--- config.mk ---
export PLATFORM = sky130hd
export DESIGN_NAME = nfdh_shelf_packer_unit_flat
export DESIGN_NICKNAME = d
export VERILOG_FILES = /design/src/nfdh_pkg.sv /design/src/nfdh_req_if.sv /design/src/nfdh_rsp_if.sv /design/src/nfdh_entry_ram.sv /design/src/nfdh_shelf_acc.sv /design/src/nfdh_shelf_packer_unit.sv /design/src/flat_wrapper.sv
export SDC_FILE = /design/constraint.sdc
export NUM_CORES = 2
export LEC_CHECK = 0
export ABC_AREA = 1
export BUFFER_PORTS_ARGS = -buffer_cell sky130_fd_sc_hd__buf_4
export CORE_UTILIZATION = 41
export CTS_CLUSTER_DIAMETER = 60
export DETAILED_ROUTE_END_ITERATION = 12
export PLACE_DENSITY = 0.67
export SLEW_MARGIN = 10
export SYNTH_ARGS = -nofsm -noshare
export SYNTH_HDL_FRONTEND = slang
export SYNTH_SLANG_ARGS = --single-unit
--- constraint.sdc ---
create_clock -name clock -period 7.6 [get_ports clock]
set_input_delay 0.76 -clock clock [delete_from_list [all_inputs] [get_ports clock]]
set_output_delay 0.76 -clock clock [all_outputs]
set_load 0.05 [all_outputs]
--- src/nfdh_pkg.sv ---
`timescale 1ns / 1ps

package nfdh_pkg;

   // table size and the widths that follow from it
   localparam int CAPACITY = 32;
   localparam int IDX_W    = $clog2(CAPACITY);
   localparam int CNT_W    = $clog2(CAPACITY + 1);

   // fixed field widths
   localparam int DIM_W    = 16;
   localparam int TAG_W    = 7;
   localparam int LEVEL_W  = 6;
   localparam int BOTTOM_W = 22;
   localparam int STATUS_W = 2;

   // command codes
   localparam logic CMD_INSERT = 1'b0;
   localparam logic CMD_UNDO   = 1'b1;

   // result status codes
   localparam logic [STATUS_W-1:0] STATUS_PLACE = 2'd0;
   localparam logic [STATUS_W-1:0] STATUS_EMPTY = 2'd1;
   localparam logic [STATUS_W-1:0] STATUS_FULL  = 2'd2;

   typedef enum logic [2:0] {
      ST_IDLE,
      ST_INS,
      ST_INS_HEAD,
      ST_UNDO,
      ST_EMIT_START,
      ST_EMIT,
      ST_STATUS
   } state_type;

   // one table entry as held in the memory
   typedef struct packed {
      logic [TAG_W-1:0] tag;
      logic [DIM_W-1:0] width;
      logic [DIM_W-1:0] height;
   } entry_type;

   // shelf accumulator control
   typedef struct packed {
      logic clear;
      logic step;
   } shelf_ctl_type;

   // placement of the entry being stepped
   typedef struct packed {
      logic [LEVEL_W-1:0]  level;
      logic [BOTTOM_W-1:0] bottom;
   } place_type;

   // one result item
   typedef struct packed {
      logic [STATUS_W-1:0] status;
      logic [TAG_W-1:0]    rect_id;
      logic [DIM_W-1:0]    rect_width;
      logic [DIM_W-1:0]    rect_height;
      logic [LEVEL_W-1:0]  level_index;
      logic [BOTTOM_W-1:0] level_bottom;
      logic                last;
   } rsp_item_type;

endpackage

--- src/nfdh_req_if.sv ---
`timescale 1ns / 1ps

interface nfdh_req_if;
   logic                          valid;
   logic                          ready;
   logic                          command;
   logic [nfdh_pkg::DIM_W-1:0]    rect_width_in;
   logic [nfdh_pkg::DIM_W-1:0]    rect_height_in;

   modport source (output valid, command, rect_width_in, rect_height_in, input ready);
   modport sink   (input valid, command, rect_width_in, rect_height_in, output ready);
endinterface

--- src/nfdh_rsp_if.sv ---
`timescale 1ns / 1ps

interface nfdh_rsp_if;
   logic                            valid;
   logic                            ready;
   logic [nfdh_pkg::STATUS_W-1:0]   status;
   logic [nfdh_pkg::TAG_W-1:0]      rect_id;
   logic [nfdh_pkg::DIM_W-1:0]      rect_width_out;
   logic [nfdh_pkg::DIM_W-1:0]      rect_height_out;
   logic [nfdh_pkg::LEVEL_W-1:0]    level_index;
   logic [nfdh_pkg::BOTTOM_W-1:0]   level_bottom;
   logic                            last;

   modport source (output valid, status, rect_id, rect_width_out, rect_height_out,
                   level_index, level_bottom, last, input ready);
   modport sink   (input valid, status, rect_id, rect_width_out, rect_height_out,
                   level_index, level_bottom, last, output ready);
endinterface

--- src/nfdh_entry_ram.sv ---
`timescale 1ns / 1ps

module nfdh_entry_ram (
   input  logic                         clock,
   input  logic                         write_en,
   input  logic [nfdh_pkg::IDX_W-1:0]   write_addr,
   input  nfdh_pkg::entry_type          write_data,
   input  logic                         read_en,
   input  logic [nfdh_pkg::IDX_W-1:0]   read_addr,
   output nfdh_pkg::entry_type          read_data
);

   nfdh_pkg::entry_type mem_ff [nfdh_pkg::CAPACITY];
   nfdh_pkg::entry_type read_data_ff;

   // write port
   always_ff @(posedge clock) begin
      if (write_en) begin
         mem_ff[write_addr] <= write_data;
      end
   end

   // registered read port, holds its data while idle
   always_ff @(posedge clock) begin
      if (read_en) begin
         read_data_ff <= mem_ff[read_addr];
      end
   end

   assign read_data = read_data_ff;

endmodule

--- src/nfdh_shelf_acc.sv ---
`timescale 1ns / 1ps

module nfdh_shelf_acc (
   input  logic                         clock,
   input  logic                         reset,
   input  nfdh_pkg::shelf_ctl_type      ctl,
   input  logic [nfdh_pkg::DIM_W-1:0]   strip_width,
   input  logic [nfdh_pkg::DIM_W-1:0]   rect_width,
   input  logic [nfdh_pkg::DIM_W-1:0]   rect_height,
   output nfdh_pkg::place_type          place
);

   logic                            open_ff,    open_in;
   logic [nfdh_pkg::LEVEL_W-1:0]    level_ff,   level_in;
   logic [nfdh_pkg::BOTTOM_W-1:0]   bottom_ff,  bottom_in;
   logic [nfdh_pkg::DIM_W-1:0]      tallest_ff, tallest_in;
   logic [nfdh_pkg::DIM_W-1:0]      sum_ff,     sum_in;

   logic [nfdh_pkg::DIM_W:0]        wide_sum;
   logic                            split;
   logic [nfdh_pkg::DIM_W-1:0]      base_tall;

   // a new shelf opens when the current one is in use and would overflow
   always_comb begin
      wide_sum  = {1'b0, sum_ff} + {1'b0, rect_width};
      split     = open_ff && (wide_sum > {1'b0, strip_width});
      base_tall = split ? '0 : tallest_ff;

      level_in   = split ? level_ff + 1'b1 : level_ff;
      bottom_in  = split ? bottom_ff + nfdh_pkg::BOTTOM_W'(tallest_ff) : bottom_ff;
      tallest_in = (rect_height > base_tall) ? rect_height : base_tall;
      // within a shelf the sum never passes the strip width, so it fits
      sum_in     = split ? rect_width : wide_sum[nfdh_pkg::DIM_W-1:0];
      open_in    = 1'b1;

      place.level  = level_in;
      place.bottom = bottom_in;
   end

   // shelf state
   always_ff @(posedge clock) begin
      if (reset || ctl.clear) begin
         open_ff    <= 1'b0;
         level_ff   <= '0;
         bottom_ff  <= '0;
         tallest_ff <= '0;
         sum_ff     <= '0;
      end else if (ctl.step) begin
         open_ff    <= open_in;
         level_ff   <= level_in;
         bottom_ff  <= bottom_in;
         tallest_ff <= tallest_in;
         sum_ff     <= sum_in;
      end
   end

endmodule

--- src/nfdh_shelf_packer_unit.sv ---
`timescale 1ns / 1ps

// Shelf packer: keeps up to CAPACITY rectangles sorted by descending height
// (newest first among equal heights) and repacks them into shelves by next fit.
// req_chan takes one command per transfer: insert (width, height) or undo of
// the newest insert. req_chan.ready is high only while no command is in work.
// rsp_chan then gives one result per table entry in table order with its shelf
// number and shelf bottom, last set on the final one; an empty table gives one
// status result, an insert into a full table one reject status result.
// csr_write_en/csr_write_data set the strip width; write it only while idle.
// Sequence of each command, with n entries in the table after the command:
//   insert: a table shift from the tail down to the new entry's slot, then n results
//   undo:   a table walk over every entry from the head, then n results
//   each phase walks the entry memory, one entry per cycle while rsp_chan is ready.
// A stalled rsp_chan holds the current result and pauses the walk.
// Reset empties the table and sets the strip width to 65535; memory contents
// are not cleared, since only entries below the count are ever read.
module nfdh_shelf_packer_unit (
   input  logic                         clock,
   input  logic                         reset,
   nfdh_req_if.sink                     req_chan,
   nfdh_rsp_if.source                   rsp_chan,
   input  logic                         csr_write_en,
   input  logic [nfdh_pkg::DIM_W-1:0]   csr_write_data
);

   localparam int IDX_W = nfdh_pkg::IDX_W;
   localparam int CNT_W = nfdh_pkg::CNT_W;
   localparam int TAG_W = nfdh_pkg::TAG_W;

   nfdh_pkg::state_type              state_ff,   state_in;
   logic [CNT_W-1:0]                 count_ff,   count_in;
   logic [nfdh_pkg::DIM_W-1:0]       strip_ff;
   nfdh_pkg::entry_type              new_ff,     new_in;
   logic [TAG_W-1:0]                 target_ff,  target_in;
   logic [IDX_W-1:0]                 lidx_ff,    lidx_in;
   logic [IDX_W-1:0]                 ridx_ff,    ridx_in;
   logic                             more_ff,    more_in;
   logic                             pend_ff,    pend_in;
   logic [IDX_W-1:0]                 pidx_ff,    pidx_in;
   logic                             found_ff,   found_in;
   logic [IDX_W-1:0]                 eidx_ff,    eidx_in;
   logic [nfdh_pkg::STATUS_W-1:0]    stcode_ff,  stcode_in;
   logic                             rsp_valid_ff, rsp_valid_in;
   nfdh_pkg::rsp_item_type           rsp_item_ff,  rsp_item_in;

   logic                             ram_we;
   logic [IDX_W-1:0]                 ram_waddr;
   nfdh_pkg::entry_type              ram_wdata;
   logic                             ram_re;
   logic [IDX_W-1:0]                 ram_raddr;
   nfdh_pkg::entry_type              ram_rdata;

   nfdh_pkg::shelf_ctl_type          shelf_ctl;
   nfdh_pkg::place_type              place;

   logic                             out_free;
   logic                             emit_last;

   nfdh_entry_ram u_ram (
      .clock      (clock),
      .write_en   (ram_we),
      .write_addr (ram_waddr),
      .write_data (ram_wdata),
      .read_en    (ram_re),
      .read_addr  (ram_raddr),
      .read_data  (ram_rdata)
   );

   nfdh_shelf_acc u_shelf (
      .clock       (clock),
      .reset       (reset),
      .ctl         (shelf_ctl),
      .strip_width (strip_ff),
      .rect_width  (ram_rdata.width),
      .rect_height (ram_rdata.height),
      .place       (place)
   );

   assign out_free  = !rsp_valid_ff || rsp_chan.ready;
   assign emit_last = (eidx_ff == IDX_W'(count_ff - 1'b1));

   // next state and memory control
   always_comb begin
      state_in     = state_ff;
      count_in     = count_ff;
      new_in       = new_ff;
      target_in    = target_ff;
      lidx_in      = lidx_ff;
      ridx_in      = ridx_ff;
      more_in      = more_ff;
      pend_in      = pend_ff;
      pidx_in      = pidx_ff;
      found_in     = found_ff;
      eidx_in      = eidx_ff;
      stcode_in    = stcode_ff;
      rsp_valid_in = rsp_valid_ff && !rsp_chan.ready;
      rsp_item_in  = rsp_item_ff;

      ram_we       = 1'b0;
      ram_waddr    = '0;
      ram_wdata    = new_ff;
      ram_re       = 1'b0;
      ram_raddr    = ridx_ff;
      shelf_ctl    = '0;

      req_chan.ready = (state_ff == nfdh_pkg::ST_IDLE);

      case (state_ff)
         nfdh_pkg::ST_IDLE: begin
            if (req_chan.valid) begin
               if (req_chan.command == nfdh_pkg::CMD_INSERT) begin
                  if (count_ff == CNT_W'(nfdh_pkg::CAPACITY)) begin
                     stcode_in = nfdh_pkg::STATUS_FULL;
                     state_in  = nfdh_pkg::ST_STATUS;
                  end else begin
                     new_in.tag    = TAG_W'(count_ff) + 1'b1;
                     new_in.width  = req_chan.rect_width_in;
                     new_in.height = req_chan.rect_height_in;
                     count_in      = count_ff + 1'b1;
                     if (count_ff == '0) begin
                        // empty table: the new entry goes straight to the head
                        ram_we    = 1'b1;
                        ram_waddr = '0;
                        ram_wdata = new_in;
                        state_in  = nfdh_pkg::ST_EMIT_START;
                     end else begin
                        ridx_in  = IDX_W'(count_ff - 1'b1);
                        more_in  = 1'b1;
                        pend_in  = 1'b0;
                        state_in = nfdh_pkg::ST_INS;
                     end
                  end
               end else begin
                  if (count_ff == '0) begin
                     stcode_in = nfdh_pkg::STATUS_EMPTY;
                     state_in  = nfdh_pkg::ST_STATUS;
                  end else begin
                     count_in  = count_ff - 1'b1;
                     target_in = TAG_W'(count_ff);
                     lidx_in   = IDX_W'(count_ff - 1'b1);
                     ridx_in   = '0;
                     more_in   = 1'b1;
                     pend_in   = 1'b0;
                     found_in  = 1'b0;
                     if (count_ff == CNT_W'(1)) begin
                        stcode_in = nfdh_pkg::STATUS_EMPTY;
                        state_in  = nfdh_pkg::ST_STATUS;
                     end else begin
                        state_in  = nfdh_pkg::ST_UNDO;
                     end
                  end
               end
            end
         end

         // walk down from the tail, moving each lower entry up one slot
         nfdh_pkg::ST_INS: begin
            ram_re  = more_ff;
            pend_in = more_ff;
            pidx_in = ridx_ff;
            if (more_ff) begin
               ridx_in = ridx_ff - 1'b1;
               more_in = (ridx_ff != '0);
            end
            if (pend_ff) begin
               ram_we    = 1'b1;
               ram_waddr = pidx_ff + 1'b1;
               if (ram_rdata.height > new_ff.height) begin
                  ram_wdata = new_ff;
                  state_in  = nfdh_pkg::ST_EMIT_START;
               end else begin
                  ram_wdata = ram_rdata;
                  if (pidx_ff == '0) begin
                     state_in = nfdh_pkg::ST_INS_HEAD;
                  end
               end
            end
         end

         // every entry moved up: the new one takes the head
         nfdh_pkg::ST_INS_HEAD: begin
            ram_we    = 1'b1;
            ram_waddr = '0;
            ram_wdata = new_ff;
            state_in  = nfdh_pkg::ST_EMIT_START;
         end

         // walk up from the head, closing the gap behind the newest entry
         nfdh_pkg::ST_UNDO: begin
            ram_re  = more_ff;
            pend_in = more_ff;
            pidx_in = ridx_ff;
            if (more_ff) begin
               ridx_in = ridx_ff + 1'b1;
               more_in = (ridx_ff != lidx_ff);
            end
            if (pend_ff) begin
               if (found_ff) begin
                  ram_we    = 1'b1;
                  ram_waddr = pidx_ff - 1'b1;
                  ram_wdata = ram_rdata;
               end
               if (ram_rdata.tag == target_ff) begin
                  found_in = 1'b1;
               end
               if (pidx_ff == lidx_ff) begin
                  state_in = nfdh_pkg::ST_EMIT_START;
               end
            end
         end

         nfdh_pkg::ST_EMIT_START: begin
            ram_re          = 1'b1;
            ram_raddr       = '0;
            shelf_ctl.clear = 1'b1;
            eidx_in         = '0;
            state_in        = nfdh_pkg::ST_EMIT;
         end

         // one placement per cycle while the output register is free
         nfdh_pkg::ST_EMIT: begin
            if (out_free) begin
               shelf_ctl.step           = 1'b1;
               rsp_valid_in             = 1'b1;
               rsp_item_in.status       = nfdh_pkg::STATUS_PLACE;
               rsp_item_in.rect_id      = ram_rdata.tag;
               rsp_item_in.rect_width   = ram_rdata.width;
               rsp_item_in.rect_height  = ram_rdata.height;
               rsp_item_in.level_index  = place.level;
               rsp_item_in.level_bottom = place.bottom;
               rsp_item_in.last         = emit_last;
               if (emit_last) begin
                  state_in = nfdh_pkg::ST_IDLE;
               end else begin
                  ram_re    = 1'b1;
                  ram_raddr = eidx_ff + 1'b1;
                  eidx_in   = eidx_ff + 1'b1;
               end
            end
         end

         nfdh_pkg::ST_STATUS: begin
            if (out_free) begin
               rsp_valid_in       = 1'b1;
               rsp_item_in        = '0;
               rsp_item_in.status = stcode_ff;
               rsp_item_in.last   = 1'b1;
               state_in           = nfdh_pkg::ST_IDLE;
            end
         end

         default: begin
            state_in = nfdh_pkg::ST_IDLE;
         end
      endcase
   end

   // control registers
   always_ff @(posedge clock) begin
      if (reset) begin
         state_ff     <= nfdh_pkg::ST_IDLE;
         count_ff     <= '0;
         more_ff      <= 1'b0;
         pend_ff      <= 1'b0;
         found_ff     <= 1'b0;
         rsp_valid_ff <= 1'b0;
      end else begin
         state_ff     <= state_in;
         count_ff     <= count_in;
         more_ff      <= more_in;
         pend_ff      <= pend_in;
         found_ff     <= found_in;
         rsp_valid_ff <= rsp_valid_in;
      end
   end

   // strip width register
   always_ff @(posedge clock) begin
      if (reset) begin
         strip_ff <= '1;
      end else if (csr_write_en) begin
         strip_ff <= csr_write_data;
      end
   end

   // payload registers
   always_ff @(posedge clock) begin
      new_ff      <= new_in;
      target_ff   <= target_in;
      lidx_ff     <= lidx_in;
      ridx_ff     <= ridx_in;
      pidx_ff     <= pidx_in;
      eidx_ff     <= eidx_in;
      stcode_ff   <= stcode_in;
      rsp_item_ff <= rsp_item_in;
   end

   // result channel
   assign rsp_chan.valid           = rsp_valid_ff;
   assign rsp_chan.status          = rsp_item_ff.status;
   assign rsp_chan.rect_id         = rsp_item_ff.rect_id;
   assign rsp_chan.rect_width_out  = rsp_item_ff.rect_width;
   assign rsp_chan.rect_height_out = rsp_item_ff.rect_height;
   assign rsp_chan.level_index     = rsp_item_ff.level_index;
   assign rsp_chan.level_bottom    = rsp_item_ff.level_bottom;
   assign rsp_chan.last            = rsp_item_ff.last;

   // table never grows past its capacity
   assert property (@(posedge clock) disable iff (reset)
      count_ff <= CNT_W'(nfdh_pkg::CAPACITY))
      else $error("entry count above capacity");

   // a status result always closes its run
   assert property (@(posedge clock) disable iff (reset)
      rsp_valid_ff && (rsp_item_ff.status != nfdh_pkg::STATUS_PLACE) |-> rsp_item_ff.last)
      else $error("status result without last");

   // an accepted command always starts work
   assert property (@(posedge clock) disable iff (reset)
      req_chan.valid && req_chan.ready |=> state_ff != nfdh_pkg::ST_IDLE)
      else $error("command accepted but block stayed idle");

   // a stalled result is never overwritten
   assert property (@(posedge clock) disable iff (reset)
      rsp_valid_ff && !rsp_chan.ready |=> rsp_valid_ff && $stable(rsp_item_ff))
      else $error("pending result changed under stall");

endmodule
--- src/flat_wrapper.sv ---
// flat-port wrapper written by rule: the top's interface ports become plain ports
module nfdh_shelf_packer_unit_flat 
  (clock, reset, csr_write_en, csr_write_data, req_chan_valid, req_chan_command, req_chan_rect_width_in, req_chan_rect_height_in, req_chan_ready, rsp_chan_valid, rsp_chan_status, rsp_chan_rect_id, rsp_chan_rect_width_out, rsp_chan_rect_height_out, rsp_chan_level_index, rsp_chan_level_bottom, rsp_chan_last, rsp_chan_ready);
  nfdh_req_if req_chan_i ();
  nfdh_rsp_if rsp_chan_i ();
  input  logic clock;
  input  logic reset;
  input  logic csr_write_en;
  input  logic [nfdh_pkg::DIM_W-1:0] csr_write_data;
  input wire logic [$bits(req_chan_i.valid)-1:0] req_chan_valid;
  input wire logic [$bits(req_chan_i.command)-1:0] req_chan_command;
  input wire logic [$bits(req_chan_i.rect_width_in)-1:0] req_chan_rect_width_in;
  input wire logic [$bits(req_chan_i.rect_height_in)-1:0] req_chan_rect_height_in;
  output wire logic [$bits(req_chan_i.ready)-1:0] req_chan_ready;
  output wire logic [$bits(rsp_chan_i.valid)-1:0] rsp_chan_valid;
  output wire logic [$bits(rsp_chan_i.status)-1:0] rsp_chan_status;
  output wire logic [$bits(rsp_chan_i.rect_id)-1:0] rsp_chan_rect_id;
  output wire logic [$bits(rsp_chan_i.rect_width_out)-1:0] rsp_chan_rect_width_out;
  output wire logic [$bits(rsp_chan_i.rect_height_out)-1:0] rsp_chan_rect_height_out;
  output wire logic [$bits(rsp_chan_i.level_index)-1:0] rsp_chan_level_index;
  output wire logic [$bits(rsp_chan_i.level_bottom)-1:0] rsp_chan_level_bottom;
  output wire logic [$bits(rsp_chan_i.last)-1:0] rsp_chan_last;
  input wire logic [$bits(rsp_chan_i.ready)-1:0] rsp_chan_ready;
  assign req_chan_i.valid = req_chan_valid;
  assign req_chan_i.command = req_chan_command;
  assign req_chan_i.rect_width_in = req_chan_rect_width_in;
  assign req_chan_i.rect_height_in = req_chan_rect_height_in;
  assign req_chan_ready = req_chan_i.ready;
  assign rsp_chan_valid = rsp_chan_i.valid;
  assign rsp_chan_status = rsp_chan_i.status;
  assign rsp_chan_rect_id = rsp_chan_i.rect_id;
  assign rsp_chan_rect_width_out = rsp_chan_i.rect_width_out;
  assign rsp_chan_rect_height_out = rsp_chan_i.rect_height_out;
  assign rsp_chan_level_index = rsp_chan_i.level_index;
  assign rsp_chan_level_bottom = rsp_chan_i.level_bottom;
  assign rsp_chan_last = rsp_chan_i.last;
  assign rsp_chan_i.ready = rsp_chan_ready;
  nfdh_shelf_packer_unit u_core (.clock(clock), .reset(reset), .req_chan(req_chan_i), .rsp_chan(rsp_chan_i), .csr_write_en(csr_write_en), .csr_write_data(csr_write_data));
endmodule
==> summary.md <==
| Metric | Value |
|---|---|
| Fin crit share | `0.8356` |
| Area delta synth->final | `12.08%` |
| Avg Cell Area, Syn | `10.12 um2` |
| Final routed DRC violation total | `0` |
| Netlist Area Pre-Place | `70110 um2` |
| Final setup fails | `0` |
| Post-CTS sizing | `0` |
| Outcome | `finished, final reports clean` |
| Buffers on Ports | `125` |
| DP Wirelength | `107.4 mm` |
| Most common cell after layout, fill and taps aside | `nand2_1` |
| GRT overflow | `0` |
| Final slew viol count | `0` |
| PwrDens | `447.9 nW/um2` |
| Fill count | `15.25k` |
| Comb power frac | `0.440` |
| Clock power frac | `0.220` |
| Initial antenna violation count | `7` |
| Starting DRT DRC Count | `6074` |
| Pint | `19.96 mW` |
| Vias | `50.95k` |
| Rel. slew slack | `0.1370` |
| Area taken by multi-input logic gates | `20760 um2` |
| Critical Path End Type | `register` |
| P_sw | `15.23 mW` |
| Placement Rows | `151` |
| Final Hold Fails | `0` |
| Vias per cell | `5.505` |
| CP arrival | `6980 ps` |
| Post-CTS Setup Inserts | `0` |
| First-pass GRT wire length | `300.0 mm` |
| Syn Nets | `7078` |
| CP most frequent cell | `nand2_1` |
| P_leak | `31.74 nW` |
| Reg2reg setup slack | `1250 ps` |
| CTS clock-pin slew for the worst setup and hold paths | `60 ps` |
| Post-synthesis sequential area ratio | `0.6356` |
| Die Wd | `415.5 um` |
| Hold crit path type | `in2reg` |
| Setup CP Type | `reg2reg` |
| TNS Setup | `0 ps` |
| Ports | `126` |
| Max Cap Violations | `0` |
| Clk_lat worst skew | `810 ps` |
| H-tree Lvls | `4` |
| Crit path time final | `6350 ps` |
| Worst endpoint required time | `8230 ps` |
| DRT antenna net count | `0` |
| Storage cell area | `44560 um2` |
| Largest net degree at the start of global routing | `202` |
| Starting Density | `0.4132` |
| Clock root buffer | `clkbuf_16` |
| Drt pass-1 iters | `6` |
| Startpoint class of the critical path | `register` |
| Routed WL | `199.6 mm` |
| Post-CTS Hold Buffers | `0` |
| Sequential Power Share | `0.341` |
| CP peak stage delay | `540 ps` |
| Post-Layout Cell Count | `9255` |
| Clock buffer depth | `3` |
| Antenna cells | `0` |
| Share of cells above drive strength 1 | `0.08327` |
| Synth Instances | `6930` |
| Area of the die | `172700 um2` |
| Avg WL per Cell | `21.57 um` |
| Most frequent cells in the layout | `nand2_1, edfxtp_1, nand3_1` |
| Layout Skew | `26.62 ps` |
| Fin util | `0.4632` |
| Nets@finish | `7057` |
| Vias in the first global route | `48.27k` |
| Netlist cell types | `46` |
| Clk sinks | `1514` |
| Slowest CP cell | `nand2_1` |
| Total track usage | `0.2269` |
| Tightest Pin Transition | `1295 ps` |
| Crit path max fanout | `34` |
| Core ar. | `169700 um2` |
| Post-synthesis register bit count | `1514` |
| Die Height | `415.5 um` |
| Ys Warns | `0` |
| Placed cells | `8964` |
| RSZ-0062 raised after global routing | `false` |
| Max Clk Rate | `0.1575 GHz` |
| CTS buffer count | `161` |
| Switching portion of total power | `0.4328` |
| CTS tree | `yes` |
| RePlAce Congestion | `0.8603` |
| Peak supply drop | `424.4 uV` |
## path summary, 6_finish.rpt
kind                               startpoint                           end  depth (start not counted)
setup / recovery   u_core.u_ram.read_data[18]  u_core.u_shelf.tallest_ff[8]                         30
hold / removal    req_chan_rect_height_in[14]             u_core.new_ff[14]                          1
setup reg to reg   u_core.u_ram.read_data[18]  u_core.u_shelf.tallest_ff[8]                         30
hold reg to reg            u_core.strip_ff[0]            u_core.strip_ff[0]                          2
## cell usage after synthesis (all sizes together)
cell type  count  area share
nand2       1649       0.089
edfxtp      1424        0.61
nand3       1406        0.10
inv          898       0.048
buf          318       0.025
a21oi        216       0.015
nor2         176      0.0097
nand3b       156       0.017
o21ai        156       0.011
clkbuf       101      0.0054
ha            91       0.016
dfxtp         90       0.026
xor2          41      0.0051
a221oi        39      0.0049
a31oi         38      0.0034
nor3          20      0.0015
xnor2         19      0.0024
or2           18      0.0016
o211ai        17      0.0018
nand4         12      0.0011
o22ai          8     0.00089
o21bai         6     0.00064
and2           4     0.00036
a211oi         3     0.00032
a21o           3     0.00032
a41oi          3     0.00037
fa             3     0.00086
o21a           3     0.00032
o31ai          3     0.00032
a21boi         2     0.00021
a22oi          2     0.00021
nor4           2     0.00018
o221ai         2     0.00025
o2111ai        1     0.00012
## power groups by stage
stage	registers, mW	logic [mW]	clock network [mW]
floorplan	12.3	10.2	0
global placement	12.1	15.0	0
detailed placement	12.1	15.3	0
CTS	12.0	15.3	7.82
global route	12.0	16.9	8.11
finish	12.0	15.5	7.73
## logic make-up after synthesis
| logic type | synth area share |
|---|---|
| AND/OR/NAND/NOR | 0.2203 |
| flip-flops | 0.6356 |
| buffers and inverters | 0.07883 |
| AO/OA/AOI/OAI | 0.04064 |
| adder cells (fa/ha/maj) | 0.01710 |
| XOR/XNOR | 0.007496 |
## worst max-delay path: cells and delay by family (launching register included)
| kind | cells | cell delay [ps] |
|---|---|---|
| buffers and inverters | 2 | 140 |
| DFF | 1 | 460 |
| xor gates and xnor gates | 1 | 200 |
| and+or+nand+nor | 15 | 2520 |
| adders and majority gates | 3 | 980 |
| AOI/OAI and AO/OA | 9 | 1880 |
## per-stage QoR
stage | total power, mW | worst slack [ps] | area [um2] | hold WS (ps)
floorplan | 22.40 | 2271 | 70110 | 402.9
global placement | 27.16 | 1120 | 73460 | 452.1
detailed placement | 27.40 | 1192 | 73460 | 456.8
CTS | 35.10 | 1187 | 78580 | 95.23
global route | 37.05 | 563.0 | 78580 | 111.8
finish | 35.19 | 1250 | 78580 | 138.7
## area by class of cell
type	count	share of cell area
flip-flops and latches	1514	0.5671
multi-input cells	4099	0.2642
clock buffers	203	0.05434
inverters	898	0.04309
well taps	2218	0.03532
repair buffers	235	0.02516
clock inverters	88	0.01083
## state kept, by name, summed over array words and instances (netlist names), 7 cells and up
signal / flops
u_core.u_ram.mem_ff: 1248
u_core.new_ff: 39
u_core.u_ram.read_data: 39
u_core.rsp_chan.level_bottom: 22
u_core.u_shelf.bottom_ff: 22
u_core.rsp_chan.rect_height_out: 16
u_core.rsp_chan.rect_width_out: 16
u_core.strip_ff: 16
u_core.u_shelf.sum_ff: 16
u_core.u_shelf.tallest_ff: 16
u_core.rsp_chan.rect_id: 7
## layer usage
layer | up-vias | global-route usage | wire length, um | share of wire
met5 | - | 0 | 44 | 0.00022
met4 | 6 | 0.07721 | 6193 | 0.031
met3 | 402 | 0.04097 | 18940 | 0.095
met2 | 2413 | 0.3695 | 93500 | 0.47
met1 | 24641 | 0.3048 | 80910 | 0.41
li1 | 23484 | - | - | -
(Power assumes the default switching activity.)
